File: src/rtl/core/dotq_pkg.sv
`default_nettype none
package dotq_pkg;

  localparam int KIND_W   = 2;
  localparam int HANDLE_W = 32;
  localparam int TIME_W   = 63;
  localparam int OCC_W    = 5;

  localparam int QUEUE_DEPTH_DEF = 16;

  // input kind codes
  localparam logic [KIND_W-1:0] KIND_SCHEDULE   = 2'd0;
  localparam logic [KIND_W-1:0] KIND_POLL       = 2'd1;
  localparam logic [KIND_W-1:0] KIND_STOP_NOW   = 2'd2;
  localparam logic [KIND_W-1:0] KIND_STOP_DRAIN = 2'd3;

  typedef enum logic [1:0] {
    OP_SCHEDULE,
    OP_POLL,
    OP_STOP_NOW,
    OP_STOP_DRAIN
  } op_t;

  typedef struct packed {
    op_t                 op;
    logic [HANDLE_W-1:0] handle;
    logic [TIME_W-1:0]   when_ms;
  } cmd_t;

endpackage
`default_nettype wire

File: src/rtl/core/dotq_if.sv
`default_nettype none
interface dotq_req_if;
  logic                          valid;
  logic                          ready;
  logic [dotq_pkg::KIND_W-1:0]   kind;
  logic [dotq_pkg::HANDLE_W-1:0] task_handle;
  logic [dotq_pkg::TIME_W-1:0]   time_ms;

  modport source (output valid, kind, task_handle, time_ms, input ready);
  modport sink   (input valid, kind, task_handle, time_ms, output ready);
endinterface

interface dotq_rsp_if;
  logic                          valid;
  logic                          ready;
  logic                          dispatched;
  logic [dotq_pkg::HANDLE_W-1:0] dispatched_handle;
  logic [dotq_pkg::OCC_W-1:0]    occupancy;
  logic                          halted;
  logic                          dropped;

  modport source (output valid, dispatched, dispatched_handle, occupancy, halted, dropped,
                  input ready);
  modport sink   (input valid, dispatched, dispatched_handle, occupancy, halted, dropped,
                  output ready);
endinterface
`default_nettype wire

File: src/rtl/core/deadline_ordered_task_queue_top.sv
`default_nettype none
// Deadline-ordered task queue. Each request beat is a schedule (insert a
// handle with a deadline), a poll (current time; pop the earliest task if it
// is due and dispatch is not halted), a stop-now or a stop-when-drained, and
// each one yields exactly one response beat carrying the dispatch result, the
// occupancy after the beat, the halted state and a dropped flag for a
// schedule that met a full table. Tasks with equal deadlines leave in
// arrival order. The front decodes beats into a two-entry command queue; the
// back holds the sorted table as a shift register with one deadline compare
// per entry, so an insert or a pop shifts all entries in parallel and one
// beat is taken per clock while the output register is free or drains. A
// request passes the front queue and then the output register before its
// response is valid. While a response waits in the output register the back
// holds, and the front queue takes up to two more beats before it stalls
// the input. The table needs no clearing after reset: only entries below
// the count are ever read.
module deadline_ordered_task_queue_top #(
  parameter int QUEUE_DEPTH = dotq_pkg::QUEUE_DEPTH_DEF
) (
  input  wire logic  clk,
  input  wire logic  rst,
  dotq_req_if.sink   req,
  dotq_rsp_if.source rsp
);
  import dotq_pkg::*;

  // command handed from front to back
  cmd_t cmd;
  logic cmd_valid;
  logic cmd_take;

  // decode and buffer request beats
  dotq_front u_front (
    .clk       (clk),
    .rst       (rst),
    .req       (req),
    .cmd       (cmd),
    .cmd_valid (cmd_valid),
    .cmd_take  (cmd_take)
  );

  // sorted table, stop flags and response register
  dotq_back #(
    .QUEUE_DEPTH (QUEUE_DEPTH)
  ) u_back (
    .clk       (clk),
    .rst       (rst),
    .cmd       (cmd),
    .cmd_valid (cmd_valid),
    .cmd_take  (cmd_take),
    .rsp       (rsp)
  );

endmodule
`default_nettype wire

File: src/rtl/core/dotq_front.sv
`default_nettype none
module dotq_front (
  input  wire logic         clk,
  input  wire logic         rst,
  dotq_req_if.sink          req,
  output dotq_pkg::cmd_t    cmd,
  output logic              cmd_valid,
  input  wire logic         cmd_take
);
  import dotq_pkg::*;

  cmd_t       slot [2];
  logic       wr_ptr;
  logic       rd_ptr;
  logic [1:0] fill;
  cmd_t       dec;
  logic       push;
  logic       pop;

  // classify the incoming beat
  always_comb begin
    dec.handle  = req.task_handle;
    dec.when_ms = req.time_ms;
    unique case (req.kind)
      KIND_SCHEDULE:   dec.op = OP_SCHEDULE;
      KIND_POLL:       dec.op = OP_POLL;
      KIND_STOP_NOW:   dec.op = OP_STOP_NOW;
      KIND_STOP_DRAIN: dec.op = OP_STOP_DRAIN;
      default:         dec.op = OP_STOP_DRAIN;
    endcase
  end

  assign req.ready = (fill != 2'd2);
  assign push      = req.valid && req.ready;
  assign cmd_valid = (fill != 2'd0);
  assign pop       = cmd_valid && cmd_take;
  assign cmd       = slot[rd_ptr];

  always_ff @(posedge clk) begin
    if (push) begin
      slot[wr_ptr] <= dec;
    end
  end

  always_ff @(posedge clk) begin
    if (rst) begin
      wr_ptr <= 1'b0;
      rd_ptr <= 1'b0;
      fill   <= 2'd0;
    end else begin
      if (push) wr_ptr <= ~wr_ptr;
      if (pop)  rd_ptr <= ~rd_ptr;
      case ({push, pop})
        2'b10:   fill <= fill + 2'd1;
        2'b01:   fill <= fill - 2'd1;
        default: fill <= fill;
      endcase
    end
  end

endmodule
`default_nettype wire

File: src/rtl/core/dotq_back.sv
`default_nettype none
module dotq_back #(
  parameter int QUEUE_DEPTH = dotq_pkg::QUEUE_DEPTH_DEF
) (
  input  wire logic           clk,
  input  wire logic           rst,
  input  wire dotq_pkg::cmd_t cmd,
  input  wire logic           cmd_valid,
  output logic                cmd_take,
  dotq_rsp_if.source          rsp
);
  import dotq_pkg::*;

  localparam int CW = $clog2(QUEUE_DEPTH + 1);

  logic [TIME_W-1:0]   dl  [QUEUE_DEPTH];
  logic [HANDLE_W-1:0] hd  [QUEUE_DEPTH];
  logic [CW-1:0]       count;
  logic [CW-1:0]       count_next;
  logic                stop_now;
  logic                stop_now_next;
  logic                stop_drain;
  logic                stop_drain_next;

  logic                out_valid;
  logic                out_disp;
  logic [HANDLE_W-1:0] out_handle;
  logic [OCC_W-1:0]    out_occ;
  logic                out_halted;
  logic                out_dropped;

  logic                step;
  logic                halted_cur;
  logic                full;
  logic                due;
  logic                do_ins;
  logic                do_pop;
  logic [QUEUE_DEPTH-1:0] gt;
  logic [QUEUE_DEPTH-1:0] shift_w;
  logic [QUEUE_DEPTH-1:0] place_w;

  assign step     = cmd_valid && (!out_valid || rsp.ready);
  assign cmd_take = step;

  assign halted_cur = stop_now || (stop_drain && (count == '0));
  assign full       = (count == CW'(QUEUE_DEPTH));
  assign due        = !halted_cur && (count != '0) && (dl[0] <= cmd.when_ms);
  assign do_ins     = (cmd.op == OP_SCHEDULE) && !full;
  assign do_pop     = (cmd.op == OP_POLL) && due;

  // parallel compare: entries later than the new deadline move up one place
  for (genvar i = 0; i < QUEUE_DEPTH; i++) begin : g_cmp
    assign gt[i] = (CW'(i) < count) && (dl[i] > cmd.when_ms);
    if (i == 0) begin : g_head
      assign shift_w[i] = 1'b0;
    end else begin : g_body
      assign shift_w[i] = gt[i-1];
    end
    assign place_w[i] = !shift_w[i] && (gt[i] || (CW'(i) == count));
  end

  for (genvar i = 0; i < QUEUE_DEPTH; i++) begin : g_ent
    always_ff @(posedge clk) begin
      if (step && do_ins) begin
        if (shift_w[i]) begin
          if (i > 0) begin
            dl[i] <= dl[(i > 0) ? i - 1 : 0];
            hd[i] <= hd[(i > 0) ? i - 1 : 0];
          end
        end else if (place_w[i]) begin
          dl[i] <= cmd.when_ms;
          hd[i] <= cmd.handle;
        end
      end else if (step && do_pop) begin
        if (i < QUEUE_DEPTH - 1) begin
          dl[i] <= dl[(i < QUEUE_DEPTH - 1) ? i + 1 : i];
          hd[i] <= hd[(i < QUEUE_DEPTH - 1) ? i + 1 : i];
        end
      end
    end
  end

  always_comb begin
    count_next      = count;
    stop_now_next   = stop_now;
    stop_drain_next = stop_drain;
    unique case (cmd.op)
      OP_SCHEDULE:   if (do_ins) count_next = count + CW'(1);
      OP_POLL:       if (do_pop) count_next = count - CW'(1);
      OP_STOP_NOW:   stop_now_next = 1'b1;
      OP_STOP_DRAIN: stop_drain_next = 1'b1;
      default:       count_next = count;
    endcase
  end

  always_ff @(posedge clk) begin
    if (rst) begin
      count      <= '0;
      stop_now   <= 1'b0;
      stop_drain <= 1'b0;
      out_valid  <= 1'b0;
    end else begin
      if (step) begin
        count      <= count_next;
        stop_now   <= stop_now_next;
        stop_drain <= stop_drain_next;
        out_valid  <= 1'b1;
      end else if (rsp.ready) begin
        out_valid  <= 1'b0;
      end
    end
  end

  always_ff @(posedge clk) begin
    if (step) begin
      out_disp    <= do_pop;
      out_handle  <= do_pop ? hd[0] : '0;
      out_occ     <= OCC_W'(count_next);
      out_halted  <= stop_now_next || (stop_drain_next && (count_next == '0));
      out_dropped <= (cmd.op == OP_SCHEDULE) && full;
    end
  end

  assign rsp.valid             = out_valid;
  assign rsp.dispatched        = out_disp;
  assign rsp.dispatched_handle = out_handle;
  assign rsp.occupancy         = out_occ;
  assign rsp.halted            = out_halted;
  assign rsp.dropped           = out_dropped;

endmodule
`default_nettype wire

File: src/flat_wrapper.sv
// flat-port wrapper written by rule: the top's interface ports become plain ports
module deadline_ordered_task_queue_top_flat import dotq_pkg::*;
#(
  parameter int QUEUE_DEPTH = dotq_pkg::QUEUE_DEPTH_DEF
)
  (clk, rst, req_valid, req_kind, req_task_handle, req_time_ms, req_ready, rsp_valid, rsp_dispatched, rsp_dispatched_handle, rsp_occupancy, rsp_halted, rsp_dropped, rsp_ready);
  dotq_req_if req_i ();
  dotq_rsp_if rsp_i ();
  input  wire logic clk;
  input  wire logic rst;
  input wire logic [$bits(req_i.valid)-1:0] req_valid;
  input wire logic [$bits(req_i.kind)-1:0] req_kind;
  input wire logic [$bits(req_i.task_handle)-1:0] req_task_handle;
  input wire logic [$bits(req_i.time_ms)-1:0] req_time_ms;
  output wire logic [$bits(req_i.ready)-1:0] req_ready;
  output wire logic [$bits(rsp_i.valid)-1:0] rsp_valid;
  output wire logic [$bits(rsp_i.dispatched)-1:0] rsp_dispatched;
  output wire logic [$bits(rsp_i.dispatched_handle)-1:0] rsp_dispatched_handle;
  output wire logic [$bits(rsp_i.occupancy)-1:0] rsp_occupancy;
  output wire logic [$bits(rsp_i.halted)-1:0] rsp_halted;
  output wire logic [$bits(rsp_i.dropped)-1:0] rsp_dropped;
  input wire logic [$bits(rsp_i.ready)-1:0] rsp_ready;
  assign req_i.valid = req_valid;
  assign req_i.kind = req_kind;
  assign req_i.task_handle = req_task_handle;
  assign req_i.time_ms = req_time_ms;
  assign req_ready = req_i.ready;
  assign rsp_valid = rsp_i.valid;
  assign rsp_dispatched = rsp_i.dispatched;
  assign rsp_dispatched_handle = rsp_i.dispatched_handle;
  assign rsp_occupancy = rsp_i.occupancy;
  assign rsp_halted = rsp_i.halted;
  assign rsp_dropped = rsp_i.dropped;
  assign rsp_i.ready = rsp_ready;
  deadline_ordered_task_queue_top #(.QUEUE_DEPTH(QUEUE_DEPTH)) u_core (.clk(clk), .rst(rst), .req(req_i), .rsp(rsp_i));
endmodule
File: config.mk
export PLATFORM = sky130hd
export DESIGN_NAME = deadline_ordered_task_queue_top_flat
export DESIGN_NICKNAME = d
export VERILOG_FILES = /design/src/rtl/core/dotq_pkg.sv /design/src/rtl/core/dotq_if.sv /design/src/rtl/core/deadline_ordered_task_queue_top.sv /design/src/rtl/core/dotq_front.sv /design/src/rtl/core/dotq_back.sv /design/src/flat_wrapper.sv
export SDC_FILE = /design/constraint.sdc
export NUM_CORES = 2
export LEC_CHECK = 0
export ABC_AREA = 1
export BUFFER_PORTS_ARGS = -buffer_cell sky130_fd_sc_hd__buf_2
export CELL_PAD_IN_SITES_DETAIL_PLACEMENT = 1
export CELL_PAD_IN_SITES_GLOBAL_PLACEMENT = 2
export CORE_MARGIN = 2
export CORE_UTILIZATION = 43
export DETAILED_ROUTE_END_ITERATION = 8
export PLACE_DENSITY = 0.88
export SLEW_MARGIN = 0
export SYNTH_ARGS = -nofsm -noshare
export SYNTH_HDL_FRONTEND = slang
export SYNTH_SLANG_ARGS = --single-unit
File: constraint.sdc
create_clock -name clk -period 15.7 [get_ports clk]
set_input_delay 3.14 -clock clk [delete_from_list [all_inputs] [get_ports clk]]
set_output_delay 3.14 -clock clk [all_outputs]
set_load 0.005 [all_outputs]
==> flow_summary_export.csv <==
group,metric,value,unit
timing,setup_tns,0,ns
timing,fin_crit_sh,0.559,
placement,port_buffers,142,
global_route,antenna_found_initial,30,
global_route,overflow,0,
logic_synthesis,avgSynthCellArea,7.97,sq um
floorplan,dieArea,273000,sq um
drt,wl_met1,214000,microns
pwr,ir_drop,0.201,mV
clock_tree,post_cts_resized,0,
setup_path,arrival,9.29,ns
timing,fin_ws,6.92,ns
global_route,grt_pass1_vias,112000,
logic_synthesis,ys_warn_count,0,
timing,hold_viol_final,0,
floorplan,dieWidth,523,microns
clock_tree,numCtsBuffers,215,
floorplan,die_h,523,microns
setup_path,required,16.21,ns
clock_tree,clock_latency,0.97,ns
global_route,grt_max_degree,168,
placement,dp.cells,17600,
logic_synthesis,synth_top_cell_by_area,"edfxtp_1",
cells_and_area,final_cell_area,127000,sq um
drt,dr_wl_met2,239000,microns
timing,period_needed,8.78,ns
drt,routed_wirelength,541000,microns
logic_synthesis,ys.flop_type,"edfxtp_1",
setup_path,endpoint_kind,"flip-flop",
run,drv_cap,1,
cells_and_area,fin_cells,18000,
clock_tree,clkSlewWorstSetupHoldPaths,0.06,ns
placement,placed_area,120000,sq um
floorplan,rows,190,
cells_and_area,layout-drive-gt1-share,0.0590,
clock_tree,postCtsSetupBuffers,0,
logic_synthesis,synth_edf_count,1754,
clock_tree,htreeDepth,4,
drt,vias,111000,
logic_synthesis,yosysTopAreaCellShare,0.456,
timing,slew_headroom,-0.0770,
logic_synthesis,syn_nets,15600,
cells_and_area,utilization,0.474,
setup_path,start_kind,"flip-flop",
drt,first_pass_iters,6,
floorplan,start_util,0.432,
cells_and_area,num-fill-cells,32400,
logic_synthesis,async_reset_ff_frac,0,
clock_tree,cts_root_buffer,"clkbuf_16",
drt,wire_per_inst,30.0,microns
pwr,p_per_area,202,nW/um^2
timing,rsz0062_at_grt,"false",
setup_path,crit_fanout,167,
logic_synthesis,syn_area,116000,sq um
placement,dpl.hpwl,344000,microns
timing,fmax,0.114,GHz
drt,drt_first_iter_violations,13400,
timing,maxSlewViolCount,2,
logic_synthesis,ys_ff_latch,1767,
logic_synthesis,yosys-top-cells-count,"nand2_1, nand3_1, edfxtp_1",
timing,final.setup_skew,0.113,ns
drt,wl_met3,56200,microns
run_status,violations,"max-capacitance violations, max-slew violations",
global_route,grt_use_total,0.387,
clock_tree,postCtsHoldBufs,0,
min_path,hp-start,"u_core.u_front.rd_ptr$_SDFFE_PP0P_",
logic_synthesis,synth.most_common_cell,"nand2_1",
setup_path,reg2regPathDepth,20,
drt,routed_via_density,6.15,
pwr,leakagePower,59.2,nW
setup_path,crit_type,"flip-flop to flip-flop",
drt,drc,0,
cells_and_area,nets,15400,
timing,hold_slack,0.469,ns
min_path,whs_path_depth,1,
timing,tightest_slew,1.60,ns
drt,top_layer_used,"met5",
global_route,grt_first_pass_wirelength,774000,microns
logic_synthesis,synthTopCellsByArea,"edfxtp_1, nand2_1, ha_1",
setup_path,r2r-end,"u_core.u_back.dl[0][245]$_DFFE_PP_",
clock_tree,clock-sinks,1767,
logic_synthesis,ys_types,53,
logic_synthesis,synth_cells,14500,
clock_tree,cts_tree,"built",
pwr,power.total,25.6,mW
min_path,hp-class,"flip-flop to flip-flop",
min_path,hold_end,"u_core.u_front.rd_ptr$_SDFFE_PP0P_",
timing,setup_viol,0,
placement,routabilityCongestion,0.985,
setup_path,regToRegSetupSlack,6.92,ns
logic_synthesis,ys_seq_area_frac,0.458,
floorplan,ios,143,
placement,post-place-ws,7.14,ns
drt,drtAntennaViolNets,0,
floorplan,core,268000,sq um
run_status,status,"finished with violations",
cells_and_area,syn2layout_area_growth,9.78,%
clock_tree,ctsLongestPathBuffers,4,
## final cells by class
type	count	area, sq um	share of cell area
clock buffer	276	5760	0.0454
tap	3552	4440	0.0350
sequential	1767	52900	0.417
timing repair buffer	413	2860	0.0225
clock inverter	120	1110	0.00877
inverter	1637	6150	0.0485
antenna	15	37.5	0.000296
multi-input combinational	10300	53600	0.423
## metal layers
layer  vias up  track usage
li1      48000            -
met1     55500        0.509
met2      5805        0.599
met3      1403       0.0827
met4        18        0.200
met5         -            0
## worst max-delay path by stage
stage / startpoint / end / slack, ns / cells after the start
after global routing: flip-flop / u_core.u_back.dl[1][20]$_DFFE_PP_ / 6.66 / 29
after global placement: flip-flop / u_core.u_back.hd[0][112]$_DFFE_PP_ / 7.19 / 20
after floorplan: rsp_ready / u_core.u_back.dl[0][441]$_DFFE_PP_ / 6.34 / 8
after CTS: flip-flop / u_core.u_back.dl[0][245]$_DFFE_PP_ / 7.17 / 20
after detailed placement: flip-flop / u_core.u_back.dl[1][20]$_DFFE_PP_ / 7.14 / 29
final: flip-flop / u_core.u_back.dl[0][245]$_DFFE_PP_ / 6.92 / 20
## power by group
group | internal (mW) | switching (mW)
clock network | 2.86 | 2.25
logic | 3.06 | 9.84
registers | 6.89 | 0.719
## sequential cells by signal (all words and copies together), names as in the netlist, named ones only
| signal | count |
|---|---|
| u_core.u_back.count | 5 |
| u_core.u_back.dl | 1008 |
| u_core.u_back.hd | 512 |
| u_core.u_back.rsp.dispatched | 1 |
| u_core.u_back.rsp.dispatched_handle | 32 |
| u_core.u_back.rsp.dropped | 1 |
| u_core.u_back.rsp.halted | 1 |
| u_core.u_back.rsp.occupancy | 5 |
| u_core.u_back.rsp.valid | 1 |
| u_core.u_back.stop_drain | 1 |
| u_core.u_back.stop_now | 1 |
| u_core.u_front.fill | 2 |
| u_core.u_front.rd_ptr | 1 |
| u_core.u_front.slot | 194 |
| u_core.u_front.wr_ptr | 1 |
## cell families (layout without fill, tap and decap cells)
kind of cell | Yosys count | count (layout) | share of synthesized area
AOI/OAI and AO/OA | 1348 | 1348 | 0.0611
xor gates and xnor gates | 1 | 1 | 0.0000758
adders and majority gates | 1014 | 1014 | 0.110
buffers and inverters | 2481 | 2446 | 0.0841
DFF | 1767 | 1767 | 0.458
muxes | 1 | 1 | 0.000195
other | 0 | 15 | 0
and+or+nand+nor | 7890 | 7890 | 0.287
## cell usage in the layout (no fill, tap or decap), types with 11 or more instances in the layout
cell type and instances:
a21oi_1 538, a21oi_4 11, a31oi_1 11, buf_2 142
buf_4 262, bufinv_16 17, clkbuf_1 49, clkbuf_16 218
clkinv_1 43, clkinv_2 46, dfxtp_1 12, diode_2 15
edfxtp_1 1754, ha_1 1014, inv_1 1629, nand2_1 5075
nand2_4 28, nand3_1 2201, nand4_1 204, nor2_1 246
nor3_1 53, nor4_1 40, o211ai_1 49, o21a_1 12
o21ai_0 563, o21ai_1 60, o21ai_2 61
## critical path, stage by stage, from the launching register on
cell and delay, ns:
dfxtp_4 0.70, buf_4 0.80, nand2_1 0.18, o21ai_2 0.10, buf_4 0.37, ha_1 0.20
nand2_1 0.05, nor2_1 0.13, nand2_1 0.40, nor4_1 0.81, nand4_1 0.20, nand2_2 0.27
nand3_2 0.08, buf_4 0.36, inv_2 0.22, nand2_8 0.35, buf_4 0.56, buf_12 0.42
o211ai_1 0.26, buf_4 0.62, buf_4 0.90
Power figures use the tool's default switching activity.
